**src/rtl/vcs_pkg.sv**
```systemverilog
// Package: shared types, register indexes and reset values for the velocity command shaper.
package vcs_pkg;

	// Configuration port geometry
	localparam int unsigned CfgIdxW  = 3;
	localparam int unsigned CfgDataW = 16;

	// Register indexes on the configuration port
	typedef enum logic [CfgIdxW-1:0] {
		REG_LIMIT_VX      = 3'd0,
		REG_LIMIT_WZ      = 3'd1,
		REG_STEP_VX       = 3'd2,
		REG_STEP_WZ       = 3'd3,
		REG_TIMEOUT_TICKS = 3'd4,
		REG_SIM_MODE      = 3'd5,
		REG_DEADBAND_VX   = 3'd6,
		REG_DEADBAND_WZ   = 3'd7
	} reg_idx_t;

	// Register reset values
	localparam logic [14:0] LimitVxRst   = 15'd1229;
	localparam logic [14:0] LimitWzRst   = 15'd4915;
	localparam logic [14:0] StepVxRst    = 15'd410;
	localparam logic [14:0] StepWzRst    = 15'd819;
	localparam logic [15:0] TimeoutRst   = 16'd20;
	localparam logic        SimModeRst   = 1'b1;
	localparam logic [14:0] DeadbandVxRst = 15'd41;
	localparam logic [14:0] DeadbandWzRst = 15'd205;

	// Input item kinds
	typedef enum logic {
		KIND_CMD  = 1'b0,
		KIND_TICK = 1'b1
	} kind_t;

	// Platform mode codes
	typedef enum logic [2:0] {
		MODE_INIT       = 3'd0,
		MODE_DISABLED   = 3'd1,
		MODE_READY      = 3'd2,
		MODE_EXECUTING  = 3'd3,
		MODE_RECOVERING = 3'd4,
		MODE_SAFE_STOP  = 3'd5,
		MODE_FAULT      = 3'd6
	} mode_t;

	// Configuration register set
	typedef struct packed {
		logic [14:0] limit_vx;
		logic [14:0] limit_wz;
		logic [14:0] step_vx;
		logic [14:0] step_wz;
		logic [15:0] timeout_ticks;
		logic        sim_mode;
		logic [14:0] deadband_vx;
		logic [14:0] deadband_wz;
	} cfg_t;

	// Status snapshot handed from the core to the output register
	typedef struct packed {
		mode_t              mode;
		logic               is_standing;
		logic               is_moving;
		logic               is_controllable;
		logic signed [15:0] out_vx;
		logic signed [15:0] out_wz;
	} status_t;

endpackage

```
**src/rtl/vcs_in_if.sv**
```systemverilog
// Interface: input item channel (commands and ticks).
interface vcs_in_if;
	logic               valid;
	logic               ready;
	logic               kind;
	logic signed [15:0] cmd_vx;
	logic signed [15:0] cmd_wz;

	modport source (output valid, output kind, output cmd_vx, output cmd_wz, input ready);
	modport sink   (input valid, input kind, input cmd_vx, input cmd_wz, output ready);
endinterface

```
**src/rtl/vcs_out_if.sv**
```systemverilog
// Interface: status result channel.
interface vcs_out_if;
	logic               valid;
	logic               ready;
	logic [2:0]         mode;
	logic               is_standing;
	logic               is_moving;
	logic               is_controllable;
	logic signed [15:0] out_vx;
	logic signed [15:0] out_wz;

	modport source (output valid, output mode, output is_standing, output is_moving,
		output is_controllable, output out_vx, output out_wz, input ready);
	modport sink   (input valid, input mode, input is_standing, input is_moving,
		input is_controllable, input out_vx, input out_wz, output ready);
endinterface

```
**src/rtl/vcs_cfg_regs.sv**
```systemverilog
// Configuration register file with write-only port.
module vcs_cfg_regs (
	input  logic                         clk,
	input  logic                         arst_n,
	input  logic                         cfg_we,
	input  logic [vcs_pkg::CfgIdxW-1:0]  cfg_idx,
	input  logic [vcs_pkg::CfgDataW-1:0] cfg_wdata,
	output vcs_pkg::cfg_t                cfg
);

	vcs_pkg::cfg_t cfg_q;

	// Register writes; each register keeps only its own width
	always_ff @(posedge clk or negedge arst_n) begin
		if (!arst_n) begin
			cfg_q.limit_vx      <= vcs_pkg::LimitVxRst;
			cfg_q.limit_wz      <= vcs_pkg::LimitWzRst;
			cfg_q.step_vx       <= vcs_pkg::StepVxRst;
			cfg_q.step_wz       <= vcs_pkg::StepWzRst;
			cfg_q.timeout_ticks <= vcs_pkg::TimeoutRst;
			cfg_q.sim_mode      <= vcs_pkg::SimModeRst;
			cfg_q.deadband_vx   <= vcs_pkg::DeadbandVxRst;
			cfg_q.deadband_wz   <= vcs_pkg::DeadbandWzRst;
		end else if (cfg_we) begin
			case (vcs_pkg::reg_idx_t'(cfg_idx))
				vcs_pkg::REG_LIMIT_VX:      cfg_q.limit_vx      <= cfg_wdata[14:0];
				vcs_pkg::REG_LIMIT_WZ:      cfg_q.limit_wz      <= cfg_wdata[14:0];
				vcs_pkg::REG_STEP_VX:       cfg_q.step_vx       <= cfg_wdata[14:0];
				vcs_pkg::REG_STEP_WZ:       cfg_q.step_wz       <= cfg_wdata[14:0];
				vcs_pkg::REG_TIMEOUT_TICKS: cfg_q.timeout_ticks <= cfg_wdata[15:0];
				vcs_pkg::REG_SIM_MODE:      cfg_q.sim_mode      <= cfg_wdata[0];
				vcs_pkg::REG_DEADBAND_VX:   cfg_q.deadband_vx   <= cfg_wdata[14:0];
				vcs_pkg::REG_DEADBAND_WZ:   cfg_q.deadband_wz   <= cfg_wdata[14:0];
				default: ;
			endcase
		end
	end

	assign cfg = cfg_q;

endmodule

```
**src/rtl/vcs_axis_shaper.sv**
```systemverilog
// Single-axis shaping: clamp to limit, slew-limit against current value, deadband.
module vcs_axis_shaper (
	input  logic signed [15:0] cur,
	input  logic signed [15:0] cmd,
	input  logic        [14:0] lim,
	input  logic        [14:0] step,
	input  logic        [14:0] db,
	output logic signed [15:0] vel,
	output logic               moving
);

	logic signed [17:0] lim_p, lim_n, cmd_x, target, lo, hi, slewed, mag, db_x;

	// Clamp the request to +/- limit
	always_comb begin
		lim_p = $signed({3'b000, lim});
		lim_n = -lim_p;
		cmd_x = 18'(cmd);
		if (cmd_x > lim_p) begin
			target = lim_p;
		end else if (cmd_x < lim_n) begin
			target = lim_n;
		end else begin
			target = cmd_x;
		end
	end

	// Slew window around the current value; result always fits 16 bits
	always_comb begin
		lo = 18'(cur) - $signed({3'b000, step});
		hi = 18'(cur) + $signed({3'b000, step});
		if (target < lo) begin
			slewed = lo;
		end else if (target > hi) begin
			slewed = hi;
		end else begin
			slewed = target;
		end
	end

	// Deadband: below it the axis is zero; equal is kept but not moving
	always_comb begin
		mag  = (slewed < 18'sd0) ? -slewed : slewed;
		db_x = $signed({3'b000, db});
		vel    = (mag < db_x) ? 16'sd0 : slewed[15:0];
		moving = (mag > db_x);
	end

endmodule

```
**src/rtl/vcs_core.sv**
```systemverilog
// Shaper state: velocities, mode sequence, flags and idle tick counter.
module vcs_core (
	input  logic               clk,
	input  logic               arst_n,
	input  logic               item_fire,
	input  logic               item_kind,
	input  logic signed [15:0] cmd_vx,
	input  logic signed [15:0] cmd_wz,
	input  vcs_pkg::cfg_t      cfg,
	output vcs_pkg::status_t   status_nxt
);

	logic signed [15:0] vel_x_q, vel_z_q;
	vcs_pkg::mode_t     mode_q;
	logic               stand_q, ctrl_q, moving_q;
	logic [15:0]        idle_q;

	logic signed [15:0] vel_x_d, vel_z_d, shp_vx, shp_wz;
	vcs_pkg::mode_t     mode_d, mode_to;
	logic               stand_d, ctrl_d, moving_d, moving_to;
	logic [15:0]        idle_d, idle_inc;
	logic               mov_x, mov_z, cmd_ok, timeout;

	// Per-axis shaping of the command
	vcs_axis_shaper u_axis_x (
		.cur    (vel_x_q),
		.cmd    (cmd_vx),
		.lim    (cfg.limit_vx),
		.step   (cfg.step_vx),
		.db     (cfg.deadband_vx),
		.vel    (shp_vx),
		.moving (mov_x)
	);

	vcs_axis_shaper u_axis_z (
		.cur    (vel_z_q),
		.cmd    (cmd_wz),
		.lim    (cfg.limit_wz),
		.step   (cfg.step_wz),
		.db     (cfg.deadband_wz),
		.vel    (shp_wz),
		.moving (mov_z)
	);

	// Tick side: saturating idle count and timeout
	always_comb begin
		idle_inc = (idle_q == 16'hFFFF) ? idle_q : idle_q + 16'd1;
		timeout  = ctrl_q && stand_q && (idle_inc > cfg.timeout_ticks);
		cmd_ok   = ctrl_q && stand_q;
		// Timeout drops executing back to ready
		if (timeout && mode_q == vcs_pkg::MODE_EXECUTING) begin
			mode_to   = vcs_pkg::MODE_READY;
			moving_to = 1'b0;
		end else begin
			mode_to   = mode_q;
			moving_to = moving_q;
		end
	end

	// Next state for the accepted item
	always_comb begin
		vel_x_d  = vel_x_q;
		vel_z_d  = vel_z_q;
		mode_d   = mode_q;
		stand_d  = stand_q;
		ctrl_d   = ctrl_q;
		moving_d = moving_q;
		idle_d   = idle_q;
		if (item_kind == vcs_pkg::KIND_TICK) begin
			idle_d   = idle_inc;
			moving_d = moving_to;
			mode_d   = mode_to;
			if (timeout) begin
				vel_x_d = '0;
				vel_z_d = '0;
			end
			case (mode_to)
				vcs_pkg::MODE_INIT: begin
					mode_d = vcs_pkg::MODE_DISABLED;
				end
				vcs_pkg::MODE_DISABLED: begin
					if (cfg.sim_mode) begin
						mode_d  = vcs_pkg::MODE_READY;
						stand_d = 1'b1;
						ctrl_d  = 1'b1;
					end
				end
				vcs_pkg::MODE_READY: begin
					if (cfg.sim_mode) begin
						stand_d = 1'b1;
						ctrl_d  = 1'b1;
					end
				end
				default: ;
			endcase
		end else if (cmd_ok) begin
			idle_d   = '0;
			vel_x_d  = shp_vx;
			vel_z_d  = shp_wz;
			moving_d = mov_x || mov_z;
			if (mov_x || mov_z) begin
				mode_d = vcs_pkg::MODE_EXECUTING;
			end
		end
	end

	// State registers
	always_ff @(posedge clk or negedge arst_n) begin
		if (!arst_n) begin
			vel_x_q  <= '0;
			vel_z_q  <= '0;
			mode_q   <= vcs_pkg::MODE_INIT;
			stand_q  <= 1'b0;
			ctrl_q   <= 1'b0;
			moving_q <= 1'b0;
			idle_q   <= '0;
		end else if (item_fire) begin
			vel_x_q  <= vel_x_d;
			vel_z_q  <= vel_z_d;
			mode_q   <= mode_d;
			stand_q  <= stand_d;
			ctrl_q   <= ctrl_d;
			moving_q <= moving_d;
			idle_q   <= idle_d;
		end
	end

	// Status after this item, taken by the output register on a tick
	always_comb begin
		status_nxt.mode            = mode_d;
		status_nxt.is_standing     = stand_d;
		status_nxt.is_moving       = moving_d;
		status_nxt.is_controllable = ctrl_d;
		status_nxt.out_vx          = vel_x_d;
		status_nxt.out_wz          = vel_z_d;
	end

	// Moving is only ever set together with executing
	a_moving_exec: assert property (@(posedge clk) disable iff (!arst_n)
		moving_q |-> mode_q == vcs_pkg::MODE_EXECUTING)
		else $error("moving flag set outside executing mode");

	// Standing and controllable are raised together and never dropped
	a_flags_pair: assert property (@(posedge clk) disable iff (!arst_n)
		(stand_q == ctrl_q) and ($past(ctrl_q) |-> ctrl_q))
		else $error("standing and controllable flags diverged or dropped");

	// A non-zero velocity needs an accepted command, so the platform must be controllable
	a_vel_ctrl: assert property (@(posedge clk) disable iff (!arst_n)
		(vel_x_q != 16'sd0 || vel_z_q != 16'sd0) |-> ctrl_q)
		else $error("velocity set while not controllable");

endmodule

```
**src/rtl/velocity_command_shaper.sv**
```systemverilog
// Top level: velocity command shaper with config registers, state core and status register.
//
//  channel   | dir | beat contents                       | beat count
//  ----------+-----+-------------------------------------+---------------------------
//  cmd_in    | in  | kind, cmd_vx, cmd_wz                | one per command or tick
//  sts_out   | out | mode, flags, out_vx, out_wz         | one per accepted tick
//  cfg_*     | in  | cfg_idx, cfg_wdata on cfg_we        | one per register write
//
// One item per cycle while cmd_in is not stalled: the shaping and mode update are
// combinational between the state registers and the status register.
// A tick's status appears on sts_out the cycle after the tick is accepted.
// cmd_in stalls only while a status beat is held and sts_out.ready is low.
// Reset (arst_n low) clears state to init mode and loads register defaults.
module velocity_command_shaper (
	input  logic                         clk,
	input  logic                         arst_n,
	input  logic                         cfg_we,
	input  logic [vcs_pkg::CfgIdxW-1:0]  cfg_idx,
	input  logic [vcs_pkg::CfgDataW-1:0] cfg_wdata,
	vcs_in_if.sink                       cmd_in,
	vcs_out_if.source                    sts_out
);

	vcs_pkg::cfg_t    cfg;
	vcs_pkg::status_t status_nxt;
	vcs_pkg::status_t sts_q;
	logic             sts_vld_q;
	logic             in_fire, tick_fire;

	vcs_cfg_regs u_cfg (
		.clk       (clk),
		.arst_n    (arst_n),
		.cfg_we    (cfg_we),
		.cfg_idx   (cfg_idx),
		.cfg_wdata (cfg_wdata),
		.cfg       (cfg)
	);

	vcs_core u_core (
		.clk        (clk),
		.arst_n     (arst_n),
		.item_fire  (in_fire),
		.item_kind  (cmd_in.kind),
		.cmd_vx     (cmd_in.cmd_vx),
		.cmd_wz     (cmd_in.cmd_wz),
		.cfg        (cfg),
		.status_nxt (status_nxt)
	);

	// Input handshake: free whenever the status slot is empty or draining
	assign cmd_in.ready = !sts_vld_q || sts_out.ready;
	assign in_fire      = cmd_in.valid && cmd_in.ready;
	assign tick_fire    = in_fire && (cmd_in.kind == vcs_pkg::KIND_TICK);

	// Status output register
	always_ff @(posedge clk or negedge arst_n) begin
		if (!arst_n) begin
			sts_vld_q <= 1'b0;
		end else if (tick_fire) begin
			sts_vld_q <= 1'b1;
		end else if (sts_out.ready) begin
			sts_vld_q <= 1'b0;
		end
	end

	always_ff @(posedge clk) begin
		if (tick_fire) begin
			sts_q <= status_nxt;
		end
	end

	assign sts_out.valid           = sts_vld_q;
	assign sts_out.mode            = sts_q.mode;
	assign sts_out.is_standing     = sts_q.is_standing;
	assign sts_out.is_moving       = sts_q.is_moving;
	assign sts_out.is_controllable = sts_q.is_controllable;
	assign sts_out.out_vx          = sts_q.out_vx;
	assign sts_out.out_wz          = sts_q.out_wz;

	// Every accepted tick leaves a status beat pending in the next cycle
	a_tick_status: assert property (@(posedge clk) disable iff (!arst_n)
		tick_fire |=> sts_vld_q)
		else $error("accepted tick produced no status beat");

	// A command beat never creates a status beat
	a_cmd_no_status: assert property (@(posedge clk) disable iff (!arst_n)
		(in_fire && cmd_in.kind == vcs_pkg::KIND_CMD && (!sts_vld_q || sts_out.ready))
		|=> !sts_vld_q)
		else $error("command beat produced a status beat");

	// A held status beat is never overwritten while stalled
	a_no_overrun: assert property (@(posedge clk) disable iff (!arst_n)
		(sts_vld_q && !sts_out.ready) |-> !in_fire)
		else $error("input accepted while status beat stalled");

endmodule
```
**src/flat_wrapper.sv**
```systemverilog
// flat-port wrapper written by rule: the top's interface ports become plain ports
module velocity_command_shaper_flat 
  (clk, arst_n, cfg_we, cfg_idx, cfg_wdata, cmd_in_valid, cmd_in_kind, cmd_in_cmd_vx, cmd_in_cmd_wz, cmd_in_ready, sts_out_valid, sts_out_mode, sts_out_is_standing, sts_out_is_moving, sts_out_is_controllable, sts_out_out_vx, sts_out_out_wz, sts_out_ready);
  vcs_in_if cmd_in_i ();
  vcs_out_if sts_out_i ();
  input  logic clk;
  input  logic arst_n;
  input  logic cfg_we;
  input  logic [vcs_pkg::CfgIdxW-1:0] cfg_idx;
  input  logic [vcs_pkg::CfgDataW-1:0] cfg_wdata;
  input wire logic [$bits(cmd_in_i.valid)-1:0] cmd_in_valid;
  input wire logic [$bits(cmd_in_i.kind)-1:0] cmd_in_kind;
  input wire logic [$bits(cmd_in_i.cmd_vx)-1:0] cmd_in_cmd_vx;
  input wire logic [$bits(cmd_in_i.cmd_wz)-1:0] cmd_in_cmd_wz;
  output wire logic [$bits(cmd_in_i.ready)-1:0] cmd_in_ready;
  output wire logic [$bits(sts_out_i.valid)-1:0] sts_out_valid;
  output wire logic [$bits(sts_out_i.mode)-1:0] sts_out_mode;
  output wire logic [$bits(sts_out_i.is_standing)-1:0] sts_out_is_standing;
  output wire logic [$bits(sts_out_i.is_moving)-1:0] sts_out_is_moving;
  output wire logic [$bits(sts_out_i.is_controllable)-1:0] sts_out_is_controllable;
  output wire logic [$bits(sts_out_i.out_vx)-1:0] sts_out_out_vx;
  output wire logic [$bits(sts_out_i.out_wz)-1:0] sts_out_out_wz;
  input wire logic [$bits(sts_out_i.ready)-1:0] sts_out_ready;
  assign cmd_in_i.valid = cmd_in_valid;
  assign cmd_in_i.kind = cmd_in_kind;
  assign cmd_in_i.cmd_vx = cmd_in_cmd_vx;
  assign cmd_in_i.cmd_wz = cmd_in_cmd_wz;
  assign cmd_in_ready = cmd_in_i.ready;
  assign sts_out_valid = sts_out_i.valid;
  assign sts_out_mode = sts_out_i.mode;
  assign sts_out_is_standing = sts_out_i.is_standing;
  assign sts_out_is_moving = sts_out_i.is_moving;
  assign sts_out_is_controllable = sts_out_i.is_controllable;
  assign sts_out_out_vx = sts_out_i.out_vx;
  assign sts_out_out_wz = sts_out_i.out_wz;
  assign sts_out_i.ready = sts_out_ready;
  velocity_command_shaper u_core (.clk(clk), .arst_n(arst_n), .cfg_we(cfg_we), .cfg_idx(cfg_idx), .cfg_wdata(cfg_wdata), .cmd_in(cmd_in_i), .sts_out(sts_out_i));
endmodule
```
**config.mk**
```make
export PLATFORM = sky130hd
export DESIGN_NAME = velocity_command_shaper_flat
export DESIGN_NICKNAME = d
export VERILOG_FILES = /design/src/rtl/vcs_pkg.sv /design/src/rtl/vcs_in_if.sv /design/src/rtl/vcs_out_if.sv /design/src/rtl/vcs_cfg_regs.sv /design/src/rtl/vcs_axis_shaper.sv /design/src/rtl/vcs_core.sv /design/src/rtl/velocity_command_shaper.sv /design/src/flat_wrapper.sv
export SDC_FILE = /design/constraint.sdc
export NUM_CORES = 1
export LEC_CHECK = 0
export BUFFER_PORTS_ARGS = -buffer_cell sky130_fd_sc_hd__buf_4
export CAP_MARGIN = 10
export CORE_ASPECT_RATIO = 1.75
export CORE_UTILIZATION = 29
export CTS_BUF_LIST = sky130_fd_sc_hd__clkbuf_4
export DETAILED_ROUTE_END_ITERATION = 8
export GPL_TIMING_DRIVEN = 0
export MAX_ROUTING_LAYER = met4
export PLACE_DENSITY = 0.54
export SLEW_MARGIN = 20
export SYNTH_ARGS = -nofsm -noshare
export SYNTH_HDL_FRONTEND = slang
export SYNTH_SLANG_ARGS = --single-unit
```
**constraint.sdc**
```tcl
create_clock -name clk -period 11 [get_ports clk]
set_input_delay 0.55 -clock clk [delete_from_list [all_inputs] [get_ports clk]]
set_output_delay 0.55 -clock clk [all_outputs]
set_load 0.005 [all_outputs]
```
# Word level (Yosys, flattened, before mapping)
# Cells that the tools add are included.
# totals
register_bits,200
input_bits,57
output_inout_bits,40
# classes
add_sub_neg,9
order_cmp,15
eq_ne,11
mux,38
n_reduce_logical,22
# ops
operator,n
$mux W18,10
$mux W16,11
$gt A16 B16 Y1,3
$gt A18 B16 Y1,2
$gt A18 B18 Y1,2
$lt A16 B18 Y1,2
$lt A18 B1 Y1 const B,2
$lt A18 B16 Y1,2
$lt A18 B18 Y1,2
$neg A15 Y18,2
$neg A18 Y18,2
$add A16 B16 Y17,2
$sub A16 B16 Y17,2
$reduce_and A2 Y1,9
$add A16 B1 Y16 const B,1
$eq A16 B16 Y1 const B,1
$mux W3,5
$eq A3 B2 Y1 const B,4
$eq A3 B3 Y1 const B,4
$mux W1,11
$eq A3 B1 Y1 const B,2
$logic_not A3 Y1,2
$pmux W3 S2,1
$logic_and A1 B1 Y1,5
4 further kinds,6

# Logic depth before layout (Yosys ltp)
# Gate-level depths: netlist of the first run.
# depth
ltp_word,14
depth_mapped,52
depth_no_buf,45

# Modules after synthesis
# From an unflattened synthesis of the first run, not the netlist that was laid out.
# unflattened
hier_cells,2392
hier_area_um2,20766.2
# by_module_without_submodules
module,instances,cells_per_inst,area_per_inst_um2
vcs_axis_shaper at u_core.u_core.u_axis_z,1,832,5739.3
vcs_axis_shaper at u_core.u_core.u_axis_x,1,821,5724.2
vcs_cfg_regs,1,236,4270.3
vcs_core,1,459,3822.4
velocity_command_shaper,1,44,1209.9

# Worst setup path after synthesis of the first run
# Ideal clock, no wire load.
# synth_timing
path_type,flip-flop to flip-flop
startpoint,register u_core.u_cfg.cfg_q (netlist bit u_core.u_cfg.cfg[93])
endpoint,register u_core.sts_q (netlist bit u_core.sts_out.mode[1]) (data pin)
arrival_time_ns,9.746
setup_slack_ns,0.989
stages_incl_launch_ff,51
path_buffers,7
period_less_slack_ns,10.011
path_cell_list,dfrtp_1 inv_1 ha_1 or4b_1 buf_2 nor4_2 nand2_1 nand2_1 nand2_1 ha_1 nand4_1 nor2_1 o211a_1 o211a_1 a21oi_1 a21o_1 buf_2 clkbuf_1 [15 not listed] nand2_1 o21a_1 inv_1 ha_1 nand2_1 or2_2 o21ai_0 xnor2_1 ha_1 a21o_1 a21o_1 a21oi_1 o21ai_0 a21oi_1 o21ai_0 a311oi_1 a31oi_1 or3_1
# synth_rtl
item,line_no,text
start: declaration,vcs_cfg_regs.sv:11,vcs_pkg::cfg_t cfg_q;
end signal: assignment,velocity_command_shaper.sv:68,sts_q <= status_nxt;
end: declaration,velocity_command_shaper.sv:26,vcs_pkg::status_t sts_q;

==> flow_metrics.py, run 1 <==
metrics = {
    "run_status": {
        "outcome": "complete, no violations",
    },
    "floorplanning": {
        "die_width_um": 195,
        "placeableCoreArea_um2": 64500,
        "die_h_um": 340,
        "io_pins": 97,
        "die-area_um2": 66500,
        "floorplan.rows": 123,
        "initial_standard_cell_utilization_of_the_core_pct": 29.4,
    },
    "routing": {
        "detail_route.drc_violations": 0,
        "routed-via-count": 17617,
        "ant_nets": 0,
        "drt_first_iter_violations": 856,
        "vias_per_cell": 5.53,
        "drtPass1Iterations": 5,
        "postRouteWirelength_um": 72700,
        "routed_wire_length_per_instance_um": 22.8,
    },
    "grt": {
        "antenna_found_initial": 4,
        "first_global_vias": 17936,
        "grt_max_degree": 83,
        "grtUsageTotal_pct": 22.4,
        "grt.overflow.total": 0,
        "grt_first_pass_wirelength_um": 108000,
    },
    "sta": {
        "final-max-slew-violation-count": 0,
        "clock.fmax_mhz": 93.7,
        "timing.hold.ws_ns": 0.106,
        "slew_headroom_pct": 33.7,
        "tightest_slew_ns": 0.967,
        "worst_clock_skew_ns": 0.0799,
        "setup_viol": 0,
        "min_period_over_period_pct": 97.0,
        "layout_min_cycle_time_ns": 10.67,
        "hold_viol": 0,
        "setup_tns_ns": 0,
    },
    "finish": {
        "drive_gt1_share_pct": 15.5,
        "most-common-layout-cells": "238 x sky130_fd_sc_hd__ha_1, 185 x sky130_fd_sc_hd__nand2_1, 184 x sky130_fd_sc_hd__inv_1",
        "layout.core_utilization_pct": 33.6,
        "finish.net_count": 2665,
        "leading_cell_type_in_the_layout_fill_and_taps_excluded": "sky130_fd_sc_hd__ha_1",
        "area_of_combinational_cells_with_multiple_inputs_um2": 13000,
        "regArea_um2": 5240,
        "area.growth.synth_to_final_pct": 14.3,
        "final.fill_count": 6705,
    },
    "clocking": {
        "cts_made_buffers": 25,
        "clk_pin_slew_worst_paths_ns": 0.18,
        "cts_buffer_depth": 3,
        "clockRootBuffer": "sky130_fd_sc_hd__clkbuf_4",
        "cts.sinks": 200,
        "clk_lat_worst_skew_ns": 0.71,
        "tritoncts": "built",
        "cts-htree-levels": 4,
    },
    "placed_design": {
        "dp_hpwl_um": 59800,
        "io_buffer_count": 93,
        "globalplace.congestion": 1.03,
    },
    "critical_path": {
        "critical_path.max_fanout": 10,
        "worstPathRequired_ns": 11.48,
        "criticalPathCategory": "reg -> reg",
        "critical-path-slowest-cell": "sky130_fd_sc_hd__buf_1",
        "setup.worst_path.end_class": "register",
        "worst-endpoint-arrival_ns": 11.15,
        "max_stage_delay_ns": 0.57,
        "cp-start-kind": "register",
    },
    "synthesis": {
        "async_reset_ff_share_pct": 81.0,
        "syn-mean-instance-area_um2": 8.55,
        "synth_largest_area_cell": "sky130_fd_sc_hd__dfrtp_1",
        "synth-edff-count": 38,
        "post-synth-top-area-fraction_pct": 16.8,
        "postSynthNetCount": 2520,
        "synth.area.top_cells": "sky130_fd_sc_hd__dfrtp_1 17%, sky130_fd_sc_hd__ha_1 16%, sky130_fd_sc_hd__edfxtp_1 6.0%",
        "postSynthRegisterBits": 200,
        "synth_sequential_area_ratio_pct": 27.6,
        "synth_flop_cell": "sky130_fd_sc_hd__dfrtp_1",
        "synthesis.area_um2": 19000,
        "netlist_instances": 2218,
        "synth.yosys.warnings": 0,
        "synthDistinctLibCells": 89,
    },
    "job": {
        "drv_cap": 0,
    },
    "worst_hold_path": {
        "worst_hold_path_type": "in -> reg",
    },
}
==> worst max-delay path, delay by kind of cell, from the launching register on <==
kind	cells	cell delay, ns
AO/OA/AOI/OAI	13	3.00
adder cells (fa/ha/maj)	4	1.28
buffers and inverters	7	2.02
XOR/XNOR	1	0.11
AND/OR/NAND/NOR	11	3.34
multiplexers	1	0.25
flip-flops	1	0.45
==> state kept, by name (all words and copies together) (netlist names) <==
name                            cells
u_core.u_core.mode_q                3
u_core.sts_out.is_standing          1
u_core.u_core.vel_z_q              16
u_core.u_core.vel_x_q              16
u_core.sts_out.is_moving            1
u_core.u_core.moving_q              1
u_core.sts_out.out_vx              16
u_core.sts_out.out_wz              16
u_core.sts_out.mode                 3
u_core.sts_out.valid                1
u_core.u_core.idle_q               16
u_core.u_core.stand_q               1
u_core.sts_out.is_controllable      1
u_core.u_cfg.cfg                  107
u_core.u_core.ctrl_q                1
==> layer usage <==
metal,wire length [µm],track usage (%),vias up
met5,0,-,-
met4,6460,17.9,0
met3,2440,2.45,198
met2,38800,41.9,504
met1,24900,20.2,8519
li1,-,-,8396
==> final timing paths <==
| check | from | to | cells past startpoint | slack, ns |
|---|---|---|---|---|
| max | u_core.u_cfg.cfg[88] | u_core.sts_out.mode[1] | 37 | 0.33 |
| min | cfg_wdata[15] | u_core.u_cfg.cfg[46] | 3 | 0.11 |
| max reg2reg | u_core.u_cfg.cfg[88] | u_core.sts_out.mode[1] | 37 | 0.33 |
| min reg2reg | u_core.u_core.ctrl_q | u_core.u_core.ctrl_q | 1 | 0.51 |
| max in group asynchronous | arst_n | u_core.u_cfg.cfg[92] | 3 | 9.60 |
| min in group asynchronous | arst_n | u_core.u_cfg.cfg[64] | 2 | 0.34 |
==> cell type report <==
cell class / count / share of cell area [%]
Multi-Input combinational cell: 1732 / 60.1
Tap cell: 812 / 4.68
Sequential cell: 200 / 24.2
Inverter: 187 / 3.24
Timing Repair Buffer: 119 / 4.32
Clock inverter: 7 / 0.531
Clock buffer: 26 / 0.900
Buffer: 98 / 2.05
Antenna cell: 4 / 0.0462
==> what timing repair did <==
item / 4_1_cts / 5_1_grt
hold endpoints to repair: 60 / 0
endpoints found under the setup margin: 72 / 72
pin swaps: 11 / 12
hold buffers: 1 / 0
gates resized for setup: 51 / 56
buffers inserted: 12 / 11
==> kinds of logic after synthesis <==
logic type | synth area share [%]
buffers and inverters | 5.86
muxes | 4.81
DFF | 27.6
adders and majority gates | 16.3
xor gates and xnor gates | 5.22
AOI/OAI and AO/OA | 23.3
and+or+nand+nor | 16.8
==> cells in the mapped netlist (40+ instances only) <==
cell                         n
sky130_fd_sc_hd__mux2_2     62
sky130_fd_sc_hd__a22o_1     40
sky130_fd_sc_hd__ha_1      241
sky130_fd_sc_hd__nor2b_1    41
sky130_fd_sc_hd__nand3_1    42
sky130_fd_sc_hd__dfrtp_1   127
sky130_fd_sc_hd__o21ai_0   164
sky130_fd_sc_hd__nand2_1   186
sky130_fd_sc_hd__a21oi_1   128
sky130_fd_sc_hd__nor2_1    138
sky130_fd_sc_hd__xnor2_1    89
sky130_fd_sc_hd__clkbuf_1   86
sky130_fd_sc_hd__inv_1     185
sky130_fd_sc_hd__a21o_1     55
==> stage by stage <==
step	instance area (µm²)	cells	setup WS, ns
3_5_place_dp	20800	3125	-2.33
6_report	21700	3185	0.332
2_1_floorplan	19000	2218	0.989
5_1_grt	21700	3185	-0.0473
3_3_place_gp	20700	3123	-2.22
4_1_cts	21400	3171	0.00655
Power of run 1 is not shown: default switching activity piles up to over one toggle a cycle in this logic, so the estimate is an artifact.
==> inputs of run 2 (changes only) <==
--- a/config.mk
+++ b/config.mk
@@ -7,13 +7,15 @@
 export LEC_CHECK = 0
 export BUFFER_PORTS_ARGS = -buffer_cell sky130_fd_sc_hd__buf_4
 export CAP_MARGIN = 10
+export CELL_PAD_IN_SITES_DETAIL_PLACEMENT = 1
+export CELL_PAD_IN_SITES_GLOBAL_PLACEMENT = 2
 export CORE_ASPECT_RATIO = 1.75
 export CORE_UTILIZATION = 29
 export CTS_BUF_LIST = sky130_fd_sc_hd__clkbuf_4
 export DETAILED_ROUTE_END_ITERATION = 8
 export GPL_TIMING_DRIVEN = 0
 export MAX_ROUTING_LAYER = met4
-export PLACE_DENSITY = 0.54
+export PLACE_DENSITY = 0.74
 export SLEW_MARGIN = 20
 export SYNTH_ARGS = -nofsm -noshare
 export SYNTH_HDL_FRONTEND = slang
==> flow_metrics.py, run 2 (synthesis results as in run 1) <==
metrics = {
    "run_status": {
        "outcome": "complete, no violations",
    },
    "clocking": {
        "clockRootBuffer": "sky130_fd_sc_hd__clkbuf_4",
        "clk_pin_slew_worst_paths_ns": 0.20,
        "cts-htree-levels": 4,
        "clk_lat_worst_skew_ns": 0.68,
        "tritoncts": "built",
        "cts_buffer_depth": 2,
        "cts.sinks": 200,
        "cts_made_buffers": 17,
    },
    "grt": {
        "grt_max_degree": 91,
        "first_global_vias": 19160,
        "grtUsageTotal_pct": 24.3,
        "grt_first_pass_wirelength_um": 117000,
        "antenna_found_initial": 3,
        "grt.overflow.total": 0,
    },
    "critical_path": {
        "reg2reg_depth": 43,
        "setup.reg_to_reg.worst_slack_ns": 0.28,
        "crit_end": "u_core.sts_out.mode[1]",
        "worstReg2RegEnd": "u_core.sts_out.mode[1]",
        "critPathMostFrequentCell": "sky130_fd_sc_hd__a21o_1",
        "worst-endpoint-arrival_ns": 11.17,
        "max_stage_delay_ns": 0.64,
        "worstPathRequired_ns": 11.45,
        "setup.worst_path.end_class": "register",
        "timing.rr.start": "u_core.u_cfg.cfg[97]",
        "setup.worst_path.start": "u_core.u_cfg.cfg[97]",
        "critical-path-slowest-cell": "sky130_fd_sc_hd__dfrtp_1",
        "cp-start-kind": "register",
        "criticalPathCategory": "reg -> reg",
        "critical_path.max_fanout": 10,
    },
    "worst_hold_path": {
        "min_delay_path_depth": 3,
        "worst_hold_path_type": "in -> reg",
    },
    "sta": {
        "slew_headroom_pct": 33.9,
        "min_period_over_period_pct": 97.4,
        "clock.fmax_mhz": 93.3,
        "tightest_slew_ns": 0.964,
        "layout_min_cycle_time_ns": 10.72,
        "setup_tns_ns": 0,
        "final-max-slew-violation-count": 0,
        "worst_clock_skew_ns": 0.0392,
        "timing.hold.ws_ns": 0.126,
        "hold_viol": 0,
        "setup_viol": 0,
    },
    "job": {
        "drv_cap": 0,
    },
    "floorplanning": {
        "io_pins": 97,
        "initial_standard_cell_utilization_of_the_core_pct": 29.4,
        "die_h_um": 340,
        "die-area_um2": 66500,
        "die_width_um": 195,
        "placeableCoreArea_um2": 64500,
        "floorplan.rows": 123,
    },
    "finish": {
        "finish.net_count": 2663,
        "finish.cell_count_without_fillers": 3189,
        "most-common-layout-cells": "238 x sky130_fd_sc_hd__ha_1, 183 x sky130_fd_sc_hd__nand2_1, 183 x sky130_fd_sc_hd__inv_1",
        "layout.core_utilization_pct": 33.8,
        "largest_reg_flops": 107,
        "drive_gt1_share_pct": 16.0,
        "area.growth.synth_to_final_pct": 14.9,
        "leading_cell_type_in_the_layout_fill_and_taps_excluded": "sky130_fd_sc_hd__ha_1",
        "final.fill_count": 7576,
    },
    "placed_design": {
        "globalplace.congestion": 0.971,
        "io_buffer_count": 93,
        "dp_hpwl_um": 65500,
        "number_of_placed_instances_taps_included": 3124,
    },
    "routing": {
        "ant_nets": 0,
        "vias_per_cell": 5.58,
        "detail_route.drc_violations": 0,
        "drtPass1Iterations": 5,
        "routed_wire_length_per_instance_um": 24.6,
        "routed-via-count": 17780,
        "postRouteWirelength_um": 78500,
        "drt_first_iter_violations": 697,
    },
}
run 2: cell count changes in the layout (fill, tap and decap cells not counted), moves of 3 or more:
cell                       change
sky130_fd_sc_hd__buf_4         +7
sky130_fd_sc_hd__o21ai_0       -5
sky130_fd_sc_hd__o21ai_1       +3
sky130_fd_sc_hd__inv_8         +4
sky130_fd_sc_hd__clkinv_8      +3
sky130_fd_sc_hd__inv_12        +3
sky130_fd_sc_hd__clkbuf_4      -9
sky130_fd_sc_hd__clkbuf_1      -3
sky130_fd_sc_hd__inv_6         +3
run 2: worst min-delay path by stage:
stage / from / to / slack, ns
2_1_floorplan: arst_n / u_core.sts_out.valid / 0.25
3_3_place_gp: u_core.u_core.stand_q / u_core.u_core.stand_q / 0.47
3_5_place_dp: u_core.u_core.ctrl_q / u_core.u_core.ctrl_q / 0.49
4_1_cts: cfg_wdata[15] / u_core.u_cfg.cfg[46] / 0.06
5_1_grt: cfg_wdata[15] / u_core.u_cfg.cfg[46] / 0.10
6_report: cfg_wdata[15] / u_core.u_cfg.cfg[46] / 0.13
run 2: timing repair:
action	4_1_cts	5_1_grt
setup buffers	15	16
hold buffers	1	0
endpoints found under the setup margin	72	72
hold endpoints to repair	70	0
pin swaps	15	20
gates resized for setup	71	56
run 2: per-stage QoR:
stage,setup WS (ns),cell area (µm²)
CTS,0.00334,21500
finish,0.282,21800
global route,-0.0526,21800
detailed placement,-3.01,20700
floorplan,0.989,19000
global placement,-2.96,20700
run 2: area by class of cell:
class	count	area, µm²	share of cell area (%)
Multi-Input combinational cell	1732	13000	59.8
Sequential cell	200	5240	24.1
Tap cell	812	1020	4.66
Timing Repair Buffer	126	988	4.54
Inverter	187	702	3.22
Buffer	97	467	2.14
Clock inverter	15	208	0.953
Clock buffer	17	128	0.586
Antenna cell	3	7.51	0.0344
run 2: worst max-delay path, delay by kind of cell, from the launching register on:
| kind | cells | cell delay (ns) |
|---|---|---|
| xor gates and xnor gates | 2 | 0.27 |
| AOI/OAI and AO/OA | 20 | 3.89 |
| adders and majority gates | 3 | 0.95 |
| and+or+nand+nor | 11 | 3.37 |
| buffers and inverters | 6 | 1.11 |
| DFF | 1 | 0.64 |
| muxes | 1 | 0.26 |
run 2: metal layers:
metal	share of wire (%)	vias up	GRT usage, %
met5	0	-	-
met2	55	360	46.7
met3	2.2	197	2.14
met4	7.6	0	17.0
met1	35	8842	22.2
li1	-	8381	-
Power of run 2 is left out for the same reason.
==> inputs of run 3 (changes only) <==
--- a/config.mk
+++ b/config.mk
@@ -10,13 +10,14 @@
 export CELL_PAD_IN_SITES_DETAIL_PLACEMENT = 1
 export CELL_PAD_IN_SITES_GLOBAL_PLACEMENT = 2
 export CORE_ASPECT_RATIO = 1.75
-export CORE_UTILIZATION = 29
+export CORE_UTILIZATION = 41
 export CTS_BUF_LIST = sky130_fd_sc_hd__clkbuf_4
 export DETAILED_ROUTE_END_ITERATION = 8
 export GPL_TIMING_DRIVEN = 0
 export MAX_ROUTING_LAYER = met4
-export PLACE_DENSITY = 0.74
+export PLACE_DENSITY = 0.94
 export SLEW_MARGIN = 20
 export SYNTH_ARGS = -nofsm -noshare
 export SYNTH_HDL_FRONTEND = slang
+export SYNTH_HIERARCHICAL = 1
 export SYNTH_SLANG_ARGS = --single-unit
==> flow_metrics.py, run 3 <==
metrics = {
    "run_status": {
        "outcome": "complete, no violations",
    },
    "floorplanning": {
        "die-area_um2": 51600,
        "initial_standard_cell_utilization_of_the_core_pct": 41.6,
        "floorplan.rows": 108,
        "placeableCoreArea_um2": 49900,
        "die_width_um": 172,
        "die_h_um": 300,
        "io_pins": 97,
    },
    "synthesis": {
        "postSynthNetCount": 2694,
        "async_reset_ff_share_pct": 81.0,
        "synthXorXnorAreaFrac_pct": 4.58,
        "syn-mean-instance-area_um2": 8.68,
        "synthesis.area_um2": 20800,
        "netlist_instances": 2392,
        "synthDistinctLibCells": 120,
        "synth_most_common_cell": "sky130_fd_sc_hd__ha_1",
        "synth_mux_area_share_pct": 8.20,
        "synth_sequential_area_ratio_pct": 25.2,
        "synth-simple-area-share_pct": 18.5,
        "synth.yosys.warnings": 6,
        "synth-edff-count": 38,
        "yosys-top-cells-count": "241 x sky130_fd_sc_hd__ha_1, 217 x sky130_fd_sc_hd__nand2_1, 183 x sky130_fd_sc_hd__a21oi_1, 183 x sky130_fd_sc_hd__inv_1, 138 x sky130_fd_sc_hd__nor2_1",
        "synth_flop_cell": "sky130_fd_sc_hd__dfrtp_1",
        "synth.area.top_cells": "sky130_fd_sc_hd__dfrtp_1 15%, sky130_fd_sc_hd__ha_1 15%, sky130_fd_sc_hd__edfxtp_1 5.5%",
        "synth_compound_gate_area_share_pct": 22.2,
        "combinational_family_with_the_most_area_after_synthesis": "compound AO/OA/AOI/OAI gates",
        "post-synth-top-area-fraction_pct": 15.3,
        "synth_largest_area_cell": "sky130_fd_sc_hd__dfrtp_1",
        "postSynthRegisterBits": 200,
        "synth-adder-area-share_pct": 14.9,
    },
    "worst_hold_path": {
        "whs_endpoint": "u_core/u_cfg/cfg[46]",
        "min_delay_path_depth": 2,
        "hp-start": "cfg_wdata[15]",
        "worst_hold_path_type": "in -> reg",
    },
    "critical_path": {
        "critical_path.max_fanout": 10,
        "max_stage_delay_ns": 0.55,
        "worstReg2RegEnd": "u_core/sts_out.mode[1]",
        "worst-endpoint-arrival_ns": 11.22,
        "criticalPathCategory": "reg -> reg",
        "critPathMostFrequentCell": "sky130_fd_sc_hd__ha_1",
        "setup.worst_path.start": "u_core/u_cfg/cfg[79]",
        "worstPathRequired_ns": 11.47,
        "critical-path-slowest-cell": "sky130_fd_sc_hd__or4_4",
        "cp_num_buf_inv": 4,
        "setup.reg_to_reg.worst_slack_ns": 0.26,
        "crit_family": "compound AO/OA/AOI/OAI gates",
        "cp-start-kind": "register",
        "setup.worst_path.end_class": "register",
        "reg2reg_depth": 43,
        "timing.rr.start": "u_core/u_cfg/cfg[79]",
    },
    "clocking": {
        "tritoncts": "built",
        "clk_lat_worst_skew_ns": 0.69,
        "cts_made_buffers": 17,
        "clockRootBuffer": "sky130_fd_sc_hd__clkbuf_4",
        "cts.sinks": 200,
        "cts-htree-levels": 4,
        "clk_pin_slew_worst_paths_ns": 0.21,
        "cts_buffer_depth": 2,
    },
    "grt": {
        "grt.overflow.total": 0,
        "grt_max_degree": 102,
        "antenna_found_initial": 1,
        "grt_first_pass_wirelength_um": 123000,
        "first_global_vias": 21123,
        "grtUsageTotal_pct": 32.7,
    },
    "placed_design": {
        "detailed_place.area_um2": 22300,
        "io_buffer_count": 92,
        "dp_hpwl_um": 66600,
        "globalplace.congestion": 1.00,
    },
    "finish": {
        "most-common-layout-cells": "235 x sky130_fd_sc_hd__ha_1, 214 x sky130_fd_sc_hd__nand2_1, 181 x sky130_fd_sc_hd__inv_1",
        "drive_gt1_share_pct": 21.0,
        "postLayoutCellArea_um2": 23800,
        "area.growth.synth_to_final_pct": 14.4,
        "leading_cell_type_in_the_layout_fill_and_taps_excluded": "sky130_fd_sc_hd__ha_1",
        "final.fill_count": 5859,
        "largest_reg_flops": 107,
        "finish.net_count": 2847,
    },
    "sta": {
        "clock.fmax_mhz": 93.1,
        "min_period_over_period_pct": 97.7,
        "slew_headroom_pct": 27.4,
        "timing.hold.ws_ns": 0.0785,
        "worst_clock_skew_ns": 0.0371,
        "final-max-slew-violation-count": 0,
        "setup_viol": 0,
        "hold_viol": 0,
        "layout_min_cycle_time_ns": 10.74,
        "tightest_slew_ns": 1.08,
    },
    "routing": {
        "drt_first_iter_violations": 956,
        "detail_route.drc_violations": 0,
        "vias_per_cell": 6.15,
        "postRouteWirelength_um": 81700,
        "ant_nets": 0,
        "routed_wire_length_per_instance_um": 25.4,
        "routed-via-count": 19795,
        "drtPass1Iterations": 5,
    },
    "job": {
        "drv_cap": 0,
    },
}
## run 3: cell types whose count changed after synthesis, sizes merged, moves of 36 or more
cell	previous run	this run
o21ai	171	116
a21oi	130	184
mux2	63	116
buf	13	53
a22o	40	4
## run 3: timing repair
action / CTS / global route
endpoints found under the setup margin: 72 / 63
setup buffers: 8 / 35
resized for setup: 69 / 92
cloned: 0 / 0
pin swaps: 6 / 25
hold buffers: 1 / 0
endpoints found under the hold margin: 52 / 0
## run 3: cells by family after synthesis
kind of cell    count (synthesis)
compound gates                672
flops                         200
mux                           144
buf+inv                       297
xor+xnor                      107
simple gates                  727
fa+ha+maj                     245
## run 3: area by class of cell
cell class | count | area [µm²] | area share [%]
Antenna cell | 3 | 7.51 | 0.0316
Clock inverter | 15 | 221 | 0.932
Inverter | 185 | 694 | 2.92
Sequential cell | 200 | 5240 | 22.1
Timing Repair Buffer | 138 | 1090 | 4.57
Tap cell | 660 | 826 | 3.48
Buffer | 108 | 681 | 2.87
Multi-Input combinational cell | 1895 | 14900 | 62.6
Clock buffer | 17 | 128 | 0.537
## run 3: how the worst max path moves through the flow
| stage | depth (start not counted) | end | slack (ns) |
|---|---|---|---|
| after detailed placement | 46 | u_core/sts_out.mode[1] | -2.32 |
| after global placement | 46 | u_core/sts_out.mode[1] | -2.01 |
| after CTS | 39 | u_core/sts_out.mode[1] | 0.006 |
| final | 43 | u_core/sts_out.mode[1] | 0.26 |
| after global routing | 49 | u_core/u_core/mode_q[0] | -0.14 |
| after floorplan | 48 | u_core/sts_out.mode[1] | 1.14 |
## run 3: through the flow
step	instances	setup slack (ns)	TNS (ns)	utilization [%]
2_1_floorplan	2392	1.14	0	-
3_3_place_gp	3144	-2.01	-69.06	44.7
3_5_place_dp	3145	-2.32	-91.70	44.8
4_1_cts	3183	0.00608	0	46.2
5_1_grt	3219	-0.142	-0.869	47.6
6_report	3221	0.255	0	47.6
## run 3: routing by layer
layer  global-route usage (%)  routed length, µm
met4                     27.2               7750
met2                     58.8              43400
met5                        -                  0
met3                     2.17               1940
met1                     31.6              28500
Power of run 3 is left out for the same reason.
